### src/hw/rtl/nlfr_pkg.sv
// Package for the nibble link framed receiver.
// Line codes, phase codes and stream widths; no dependencies.
package nlfr_pkg;

    localparam int CodeW   = 4;
    localparam int PacketW = 3;
    localparam int PhaseW  = 2;
    localparam int HeldW   = 2;

    localparam logic [CodeW-1:0] CODE_START = 4'd8;
    localparam logic [CodeW-1:0] CODE_DEN   = 4'd9;
    localparam logic [CodeW-1:0] CODE_SAME  = 4'd10;
    localparam logic [CodeW-1:0] CODE_ACK   = 4'd11;
    localparam logic [CodeW-1:0] CODE_REQ   = 4'd12;
    localparam logic [CodeW-1:0] CODE_STOP  = 4'd15;
    localparam logic [CodeW-1:0] CODE_NONE  = 4'd0;

    localparam logic [PhaseW-1:0] PH_IDLE    = 2'd0;
    localparam logic [PhaseW-1:0] PH_SESSION = 2'd1;
    localparam logic [PhaseW-1:0] PH_FRAME   = 2'd2;

    localparam int InDataW  = 8;
    localparam int OutDataW = 16;
    localparam int OutUserW = 3;
    localparam int AddrW    = 3;
    localparam int ApbDataW = 32;

    localparam logic [AddrW-1:0] ADDR_SIDE_SELECT = 3'd0;

    // m_tuser bit positions
    localparam int USER_BYTE_VALID   = 0;
    localparam int USER_PARITY_FAIL  = 1;
    localparam int USER_SESSION_DONE = 2;

    typedef logic [PacketW-1:0] t_packet;

endpackage

### src/hw/rtl/nibble_link_framed_receiver.sv
// Nibble link framed receiver: handshake state, packet collection and parity check.
// Depends on nlfr_pkg.
//
//  channel   dir  handshake                      carries
//  s_*       in   s_tvalid/s_tready              port_in, one line sample per beat
//  m_*       out  m_tvalid/m_tready              port_out, rx_byte, status flags
//  apb       in   psel/penable/pwrite/pready     side_select, written at byte addresses 0-3
//
// One sample per cycle while m_* is not stalled; a taken beat's result is registered and valid in the next cycle.
// The result register is the only stage: s_tready is high when it is empty or
// being drained, so a stall on m_* stops intake only while a result is held.
// Reset (synchronous, active low) returns to idle, drive code 0, side_select 1.
module nibble_link_framed_receiver (
    input  logic                          i_clk,
    input  logic                          i_rst_n,
    input  logic                          s_tvalid,
    output logic                          s_tready,
    input  logic [nlfr_pkg::InDataW-1:0]  s_tdata,   // [7:0] port_in
    output logic                          m_tvalid,
    input  logic                          m_tready,
    output logic [nlfr_pkg::OutDataW-1:0] m_tdata,   // [7:0] port_out, [15:8] rx_byte
    output logic [nlfr_pkg::OutUserW-1:0] m_tuser,   // [0] byte_valid, [1] parity_fail,
                                                     // [2] session_done
    input  logic                          psel,
    input  logic                          penable,
    input  logic                          pwrite,
    input  logic [nlfr_pkg::AddrW-1:0]    paddr,
    input  logic [nlfr_pkg::ApbDataW-1:0] pwdata,
    output logic [nlfr_pkg::ApbDataW-1:0] prdata,
    output logic                          pready
);
    import nlfr_pkg::*;

    logic                r_side;
    logic [PhaseW-1:0]   r_phase,    n_phase;
    logic [CodeW-1:0]    r_prev,     n_prev;
    logic [HeldW-1:0]    r_held,     n_held;
    logic [CodeW-1:0]    r_drive,    n_drive;
    t_packet             r_store [3];
    logic                n_store_we;
    logic [1:0]          n_store_idx;

    logic                r_m_valid;
    logic [OutDataW-1:0] r_m_data,   n_m_data;
    logic [OutUserW-1:0] r_m_user,   n_m_user;

    logic                accept;
    logic [CodeW-1:0]    code;
    t_packet             pkt;
    logic                par_ok;
    logic [7:0]          byte_val;
    logic                valid, fail, done;

    assign pready   = 1'b1;
    assign prdata   = {{(ApbDataW-1){1'b0}}, r_side};
    assign s_tready = !r_m_valid || m_tready;
    assign accept   = s_tvalid && s_tready;
    assign m_tvalid = r_m_valid;
    assign m_tdata  = r_m_data;
    assign m_tuser  = r_m_user;

    assign code = r_side ? s_tdata[3:0] : s_tdata[7:4];
    assign pkt  = code[PacketW-1:0];
    // third packet is still on the line, not yet in the store
    assign par_ok   = pkt[2] == (^r_store[0] ^ ^r_store[1] ^ ^pkt[1:0]);
    assign byte_val = {pkt[1:0], r_store[1], r_store[0]};

    always_comb begin
        n_phase     = r_phase;
        n_prev      = r_prev;
        n_held      = r_held;
        n_drive     = r_drive;
        n_store_we  = 1'b0;
        n_store_idx = (r_held == 2'd3) ? 2'd0 : r_held;
        valid       = 1'b0;
        fail        = 1'b0;
        done        = 1'b0;
        unique case (r_phase)
            PH_SESSION: begin
                if (code == CODE_STOP) begin
                    n_drive = CODE_NONE;
                    done    = 1'b1;
                    n_phase = PH_IDLE;
                end else if (code == CODE_START) begin
                    n_prev  = CODE_START;
                    n_drive = CODE_NONE;
                    n_held  = '0;
                    n_phase = PH_FRAME;
                end
            end
            PH_FRAME: begin
                if (code != CODE_START && code != r_prev) begin
                    n_prev = code;
                    if (code != CODE_SAME) begin
                        n_store_we = 1'b1;
                        n_held     = r_held + 2'd1;
                        if (n_held == 2'd3) begin
                            if (par_ok) begin
                                n_drive = CODE_ACK;
                                valid   = 1'b1;
                            end else begin
                                n_drive = CODE_DEN;
                                fail    = 1'b1;
                            end
                            n_held  = '0;
                            n_phase = PH_SESSION;
                        end
                    end
                end
            end
            default: begin
                // idle, and the unused phase code behaves the same
                n_phase = PH_IDLE;
                if (code == CODE_REQ) begin
                    n_drive = CODE_ACK;
                    n_phase = PH_SESSION;
                end
            end
        endcase

        n_m_data[7:0]  = r_side ? {n_drive, 4'b0000} : {4'b0000, n_drive};
        n_m_data[15:8] = valid ? byte_val : 8'd0;
        n_m_user[USER_BYTE_VALID]   = valid;
        n_m_user[USER_PARITY_FAIL]  = fail;
        n_m_user[USER_SESSION_DONE] = done;
    end

    always_ff @(posedge i_clk) begin
        if (!i_rst_n) begin
            r_side    <= 1'b1;
            r_phase   <= PH_IDLE;
            r_prev    <= CODE_NONE;
            r_held    <= '0;
            r_drive   <= CODE_NONE;
            r_m_valid <= 1'b0;
        end else begin
            if (psel && penable && pwrite && pready && paddr[2] == ADDR_SIDE_SELECT[2]) begin
                r_side <= pwdata[0];
            end
            if (accept) begin
                r_phase   <= n_phase;
                r_prev    <= n_prev;
                r_held    <= n_held;
                r_drive   <= n_drive;
                r_m_valid <= 1'b1;
            end else if (m_tready) begin
                r_m_valid <= 1'b0;
            end
        end
    end

    always_ff @(posedge i_clk) begin
        if (accept) begin
            r_m_data <= n_m_data;
            r_m_user <= n_m_user;
            if (n_store_we) begin
                r_store[n_store_idx] <= pkt;
            end
        end
    end

endmodule

### config.mk
export PLATFORM = sky130hd
export DESIGN_NAME = nibble_link_framed_receiver
export DESIGN_NICKNAME = d
export VERILOG_FILES = /design/src/hw/rtl/nlfr_pkg.sv /design/src/hw/rtl/nibble_link_framed_receiver.sv
export SDC_FILE = /design/constraint.sdc
export NUM_CORES = 1
export LEC_CHECK = 0
export BUFFER_PORTS_ARGS = -buffer_cell sky130_fd_sc_hd__buf_2
export CORE_ASPECT_RATIO = 1.1
export CORE_MARGIN = 4
export CORE_UTILIZATION = 42
export CTS_CLUSTER_SIZE = 12
export DETAILED_ROUTE_END_ITERATION = 16
export PLACE_DENSITY_LB_ADDON = 0.3
export SLEW_MARGIN = 20
export SYNTH_ARGS = -nofsm -noshare
export SYNTH_HDL_FRONTEND = slang
export SYNTH_SLANG_ARGS = --single-unit
### constraint.sdc
create_clock -name i_clk -period 2.6 [get_ports i_clk]
set_clock_uncertainty 0.05 [all_clocks]
set_input_delay 0.39 -clock i_clk [delete_from_list [all_inputs] [get_ports i_clk]]
set_output_delay 0.39 -clock i_clk [all_outputs]
set_load 0.02 [all_outputs]
==> flow_summary_export.csv, run 1 <==
group,metric,value,unit
power_and_ir_drop,cellPowerDensity,585,nW/um2
timing,tightest_slew,0.590,ns
timing,slew_viol_final,0,
power_and_ir_drop,vdd_drop_max,0.200,mV
global_route,grt_max_degree,18,
setup_path,regToRegSetupSlack,0.12,ns
clocking,clk_path_buf_depth,2,
setup_path,end_kind,"flop",
setup_path,arrival,2.47,ns
finish,instances_no_fill,315,
routing,drtIter0Drc,86,
yosys,seq_area_frac_synth,0.463,
routing,avgViaCountPerCell,4.89,
floorplanning,dieArea,6530,um2
floorplanning,die_w,77.4,um
timing,fmax,404,MHz
timing,final.period_utilization,0.952,
clocking,cts-buffers-inserted,5,
placement,place.gp.congestion,0.801,
placement,io_buffer_count,38,
setup_path,r2r_end,"m_tdata[4]",
routing,wl,3.85,mm
floorplanning,rows,27,
setup_path,reg2reg_depth,7,
global_route,overflow,0,
routing,first_pass_iters,4,
routing,wire_per_inst,12.2,um
floorplanning,io_pins,104,
placement,dp_slack,-0.0938,ns
global_route,grt_pass1_vias,1440,
timing,period_minus_slack,2.48,ns
floorplanning,die_height,84.4,um
outcome,status,"finished, final reports clean",
setup_path,crit_chain,"buf_12 > mux2_4 > xor2_2 > o41ai_4 > nor3_2 > o21a_1 > o211a_1",
finish,syn2layout_area_growth,18.3,%
timing,fin_setup_tns,0,ns
finish,antenna_cells,0,
yosys,synth_cell_types,48,
yosys,synth_edf_count,25,
yosys,syn_avg_cell_area,11.0,um2
setup_path,cp.required,2.59,ns
yosys,yosys.area.top_type,"edfxtp_1",
job,maxCapViolations,0,
finish,layout-drive-gt1-share,0.292,
hold_path,min_path_type,"in2reg",
yosys,synth_async_sr_flop_share,0,
placement,dp.cells,304,
placement,place_hpwl,2.96,mm
setup_path,critPathTopFamily,"compound AO/OA/AOI/OAI gates",
routing,drc,0,
clocking,clk_pin_slew,0.07,ns
hold_path,hold_end,"r_side",
power_and_ir_drop,p_total,0.00154,W
clocking,clock_latency,0.29,ns
routing,vias,1541,
setup_path,path_max_fanout,8,
finish,layout_common_cells,"38 x buf_2, 32 x conb_1, 25 x edfxtp_1",
power_and_ir_drop,p_leak,1.17,nW
setup_path,worst_path_largest_cell_delay,0.56,ns
finish,final_common_cell,"buf_2",
setup_path,worst-path-buf-inv,1,
yosys,synthCells,202,
clocking,clock_sinks,39,
clocking,htree_levels,2,
timing,worst_slack,0.125,ns
routing,drtAntennaViolNets,0,
yosys,ys_warn_count,0,
hold_path,hp-start,"pwdata[0]",
clocking,cts_tree,"done",
global_route,grt_first_pass_wirelength,6.21,mm
yosys,synth.area.top_cells,"edfxtp_1 34%, dfxtp_1 13%, buf_4 11%",
clocking,ctsHoldBuffers,0,
yosys,ys_ff_latch,39,
floorplanning,core_area,5070,um2
finish,fillers,441,
timing,holdWs,0.284,ns
setup_path,startpoint_type,"flop",
setup_path,path_class,"reg2reg",
global_route,grt_use_total,0.120,
yosys,netlist_area,2230,um2
timing,setup_viol,0,
yosys,ys.flop_type,"edfxtp_1",
clocking,root_buffer,"clkbuf_8",
finish,nNetsFinal,314,
yosys,synth_top_area_frac,0.337,
hold_path,hold_depth,3,
floorplanning,initial_core_util,0.440,
timing,hold_viol_final,0,
timing,maxSlewHeadroom,0.603,
setup_path,crit_slowest_cell,"o41ai_4",
setup_path,r2r-start,"r_side",
global_route,antenna_found_initial,0,
==> tightest hold or removal path, delay by kind of cell <==
kind / cells / cell delay, ns
compound gates: 1 / 0.08
buf+inv: 1 / 0.07
simple gates: 1 / 0.04
==> repair_timing <==
action | in CTS | in global routing
endpoints found under the setup margin | 19 | 21
hold endpoints to repair | 0 | 0
resized for setup | 2 | 9
pin swaps | 1 | 3
buffers inserted | 0 | 3
==> logic make-up after synthesis <==
family / count (synthesis) / synth area share
AOI/OAI and AO/OA: 40 / 0.140
adders and majority gates: 8 / 0.0449
and+or+nand+nor: 49 / 0.135
buffers and inverters: 50 / 0.147
muxes: 4 / 0.0219
DFF: 39 / 0.463
other: 2 / 0.00337
xor gates and xnor gates: 10 / 0.0455
==> cell type report <==
class,count,area (um2),share of cell area
Sequential cell,39,1030,0.393
Multi-Input combinational cell,143,1020,0.388
Timing Repair Buffer,54,323,0.123
Clock buffer,6,72.6,0.0276
Tap cell,58,72.6,0.0276
Clock inverter,2,60.1,0.0228
Inverter,13,48.8,0.0185
==> through the flow <==
| step | cell area [um2] | util |
|---|---|---|
| after detailed placement | 2420 | 0.478 |
| after CTS | 2560 | 0.506 |
| final | 2630 | 0.520 |
| after floorplan | 2340 | - |
| after global placement | 2420 | 0.478 |
| after global routing | 2630 | 0.520 |
==> power by group <==
| group | switching (W) | leakage [nW] | internal (W) |
|---|---|---|---|
| registers | 0.00000928 | 0.359 | 0.000684 |
| logic | 0.000166 | 0.747 | 0.0000954 |
| clock network | 0.000202 | 0.0654 | 0.000383 |
==> sequential cells by signal, summed over array words and instances, names as in the netlist <==
signal	flops
r_phase	2
r_prev	4
m_tvalid	1
m_tdata	16
m_tuser	3
r_side	1
r_drive	4
r_held	2
r_store	6
==> worst max-delay path by stage <==
stage           start         end  slack (ns)  cells after the start
3_5_place_dp   r_side  m_tdata[1]       -0.09                      9
2_1_floorplan  r_side  m_tdata[1]        0.04                     10
5_1_grt        r_side  m_tdata[4]       -0.01                      7
4_1_cts        r_side  m_tdata[1]        0.01                      9
6_report       r_side  m_tdata[4]        0.12                      7
3_3_place_gp   r_side  m_tdata[5]       -0.08                      9
==> metal layers <==
layer | track usage | vias to the layer above | wire, um
met3 | 0.0300 | 6 | 250
met1 | 0.128 | 709 | 1480
met4 | 0.0534 | 0 | 73
met5 | 0 | - | 0
li1 | - | 763 | -
met2 | 0.219 | 63 | 2040
==> synth_stat cells (all sizes together) (5+ instances only) <==
library cell / instances
a21oi: 6
and2: 10
buf: 35
dfxtp: 14
edfxtp: 25
ha: 8
inv: 12
nand2: 9
nor2: 5
o21ai: 8
o22ai: 5
xnor2: 7
(Power assumes the default switching activity.)
==> run 2: changes to the inputs <==
Settings changed: GPL_TIMING_DRIVEN set to 0.
==> flow_summary_export.csv, run 2 (same netlist as run 1, synthesis figures left out) <==
group,metric,value,unit
power_and_ir_drop,p_total,0.00147,W
timing,holdWs,0.264,ns
power_and_ir_drop,cellPowerDensity,528,nW/um2
setup_path,crit_chain,"buf_8 > buf_4 > mux2_4 > xor2_1 > o41ai_4 > nor3_2 > o21a_1 > o211a_1",
clocking,cts-buffers-inserted,5,
routing,drtAntennaViolNets,0,
routing,wl,4.08,mm
placement,post_dp_cell_area,2600,um2
global_route,grt.met3_usage,0.0300,
placement,place_hpwl,3.01,mm
clocking,clk_pin_slew,0.07,ns
timing,rsz0062_at_grt,"true",
power_and_ir_drop,netSwitchingPower,0.000391,W
global_route,grt_max_degree,25,
power_and_ir_drop,p_leak,1.28,nW
placement,io_buffer_count,38,
floorplanning,rows,27,
floorplanning,dieArea,6530,um2
placement,dp_slack,-0.243,ns
setup_path,r2r-start,"r_side",
setup_path,startpoint_type,"flop",
timing,tightest_slew,0.851,ns
outcome,status,"finished, final reports clean",
power_and_ir_drop,clockPowerShare,0.332,
setup_path,path_class,"reg2reg",
timing,worst_slack,0.0735,ns
power_and_ir_drop,p_sw_frac,0.265,
timing,maxSlewHeadroom,0.432,
routing,drc,0,
floorplanning,die_height,84.4,um
timing,fmax,396,MHz
clocking,clock_sinks,39,
finish,largest_reg_flops,16,
setup_path,regToRegSetupSlack,0.07,ns
setup_path,crit_slowest_cell,"o41ai_4",
job,maxCapViolations,0,
placement,place.gp.congestion,0.856,
setup_path,r2r_end,"m_tdata[4]",
finish,layout_common_cells,"38 x buf_2, 35 x buf_4, 32 x conb_1",
timing,slew_viol_final,0,
setup_path,startpoint,"r_side",
global_route,grt_pass1_vias,1530,
hold_path,hp-start,"pwdata[0]",
finish,layout-drive-gt1-share,0.346,
timing,hold_viol_final,0,
finish,syn2layout_area_growth,25.4,%
floorplanning,core_area,5070,um2
setup_path,worst_path_largest_cell_delay,0.55,ns
routing,drtIter0Drc,84,
setup_path,arrival,2.52,ns
setup_path,end_kind,"flop",
clocking,clock_latency,0.29,ns
power_and_ir_drop,p_seq_frac,0.470,
global_route,top_usage_layer,"met2",
floorplanning,die_w,77.4,um
finish,fillers,461,
setup_path,cp.required,2.60,ns
routing,avgViaCountPerCell,4.72,
timing,final.period_utilization,0.972,
hold_path,min_path_type,"in2reg",
timing,period_minus_slack,2.53,ns
finish,antenna_cells,0,
power_and_ir_drop,power.share.combinational,0.197,
global_route,antenna_found_initial,0,
finish,nNetsFinal,337,
global_route,grt_use_met1,0.135,
floorplanning,initial_core_util,0.440,
global_route,overflow,0,
routing,wire_per_inst,12.1,um
global_route,grt_util_met2,0.226,
global_route,grt_first_pass_wirelength,6.58,mm
setup_path,endpoint,"m_tdata[4]",
clocking,cts_tree,"done",
floorplanning,io_pins,104,
clocking,root_buffer,"clkbuf_8",
routing,vias,1595,
finish,final_common_cell,"buf_2",
timing,setup_viol,0,
clocking,clk_path_buf_depth,2,
power_and_ir_drop,p_int,0.00108,W
finish,finalInstanceArea,2790,um2
power_and_ir_drop,vdd_drop_max,0.189,mV
setup_path,path_max_fanout,8,
setup_path,reg2reg_depth,8,
clocking,htree_levels,2,
global_route,grt_use_total,0.126,
finish,instances_no_fill,338,
placement,dp.cells,328,
routing,first_pass_iters,4,
[run 2: critical path, delay by kind of cell (launching register included)]
kind | cells | cell delay [ns]
muxes | 1 | 0.32
buffers and inverters | 2 | 0.27
xor gates and xnor gates | 1 | 0.19
AOI/OAI and AO/OA | 3 | 1.00
DFF | 1 | 0.33
and+or+nand+nor | 1 | 0.11
[run 2: per-layer routing]
layer	wire length [um]	up-vias
met5	0	-
met3	252	12
met4	117	0
li1	-	810
met2	2030	65
met1	1680	708
[run 2: layout make-up]
class	count	area (um2)	area share
multi-input combinational	143	1050	0.374
inverter	13	48.8	0.0175
timing repair buffer	40	205	0.0734
sequential	39	1030	0.369
clock buffer	5	68.8	0.0246
buffer	37	282	0.101
clock inverter	3	38.8	0.0139
tap	58	72.6	0.0260
[run 2: metrics by stage]
stage	utilization	setup TNS, ns
4_1_cts	0.545	0
2_1_floorplan	-	0
6_report	0.551	0
3_5_place_dp	0.514	-1.97
3_3_place_gp	0.514	-1.94
5_1_grt	0.551	-0.103
[run 2: what timing repair did]
action / in CTS / in global routing
setup endpoints to repair: 14 / 20
hold buffers: 0 / 0
resized for setup: 5 / 7
setup buffers: 2 / 0
pin swaps: 4 / 0
[run 2: power by group through the flow]
stage | sequential (W) | clock (W) | combinational, W
after global placement | 0.000707 | 0 | 0.000270
after CTS | 0.000694 | 0.000500 | 0.000281
after detailed placement | 0.000708 | 0 | 0.000271
after floorplan | 0.000732 | 0 | 0.000190
final | 0.000694 | 0.000490 | 0.000291
after global routing | 0.000696 | 0.000524 | 0.000314
[run 2: how the worst min path moves through the flow]
| stage | endpoint | cells past startpoint |
|---|---|---|
| after global routing | m_tvalid | 3 |
| after detailed placement | r_drive[2] | 1 |
| after floorplan | r_drive[1] | 2 |
| after global placement | r_drive[2] | 1 |
| after CTS | r_side | 3 |
| final | r_side | 3 |
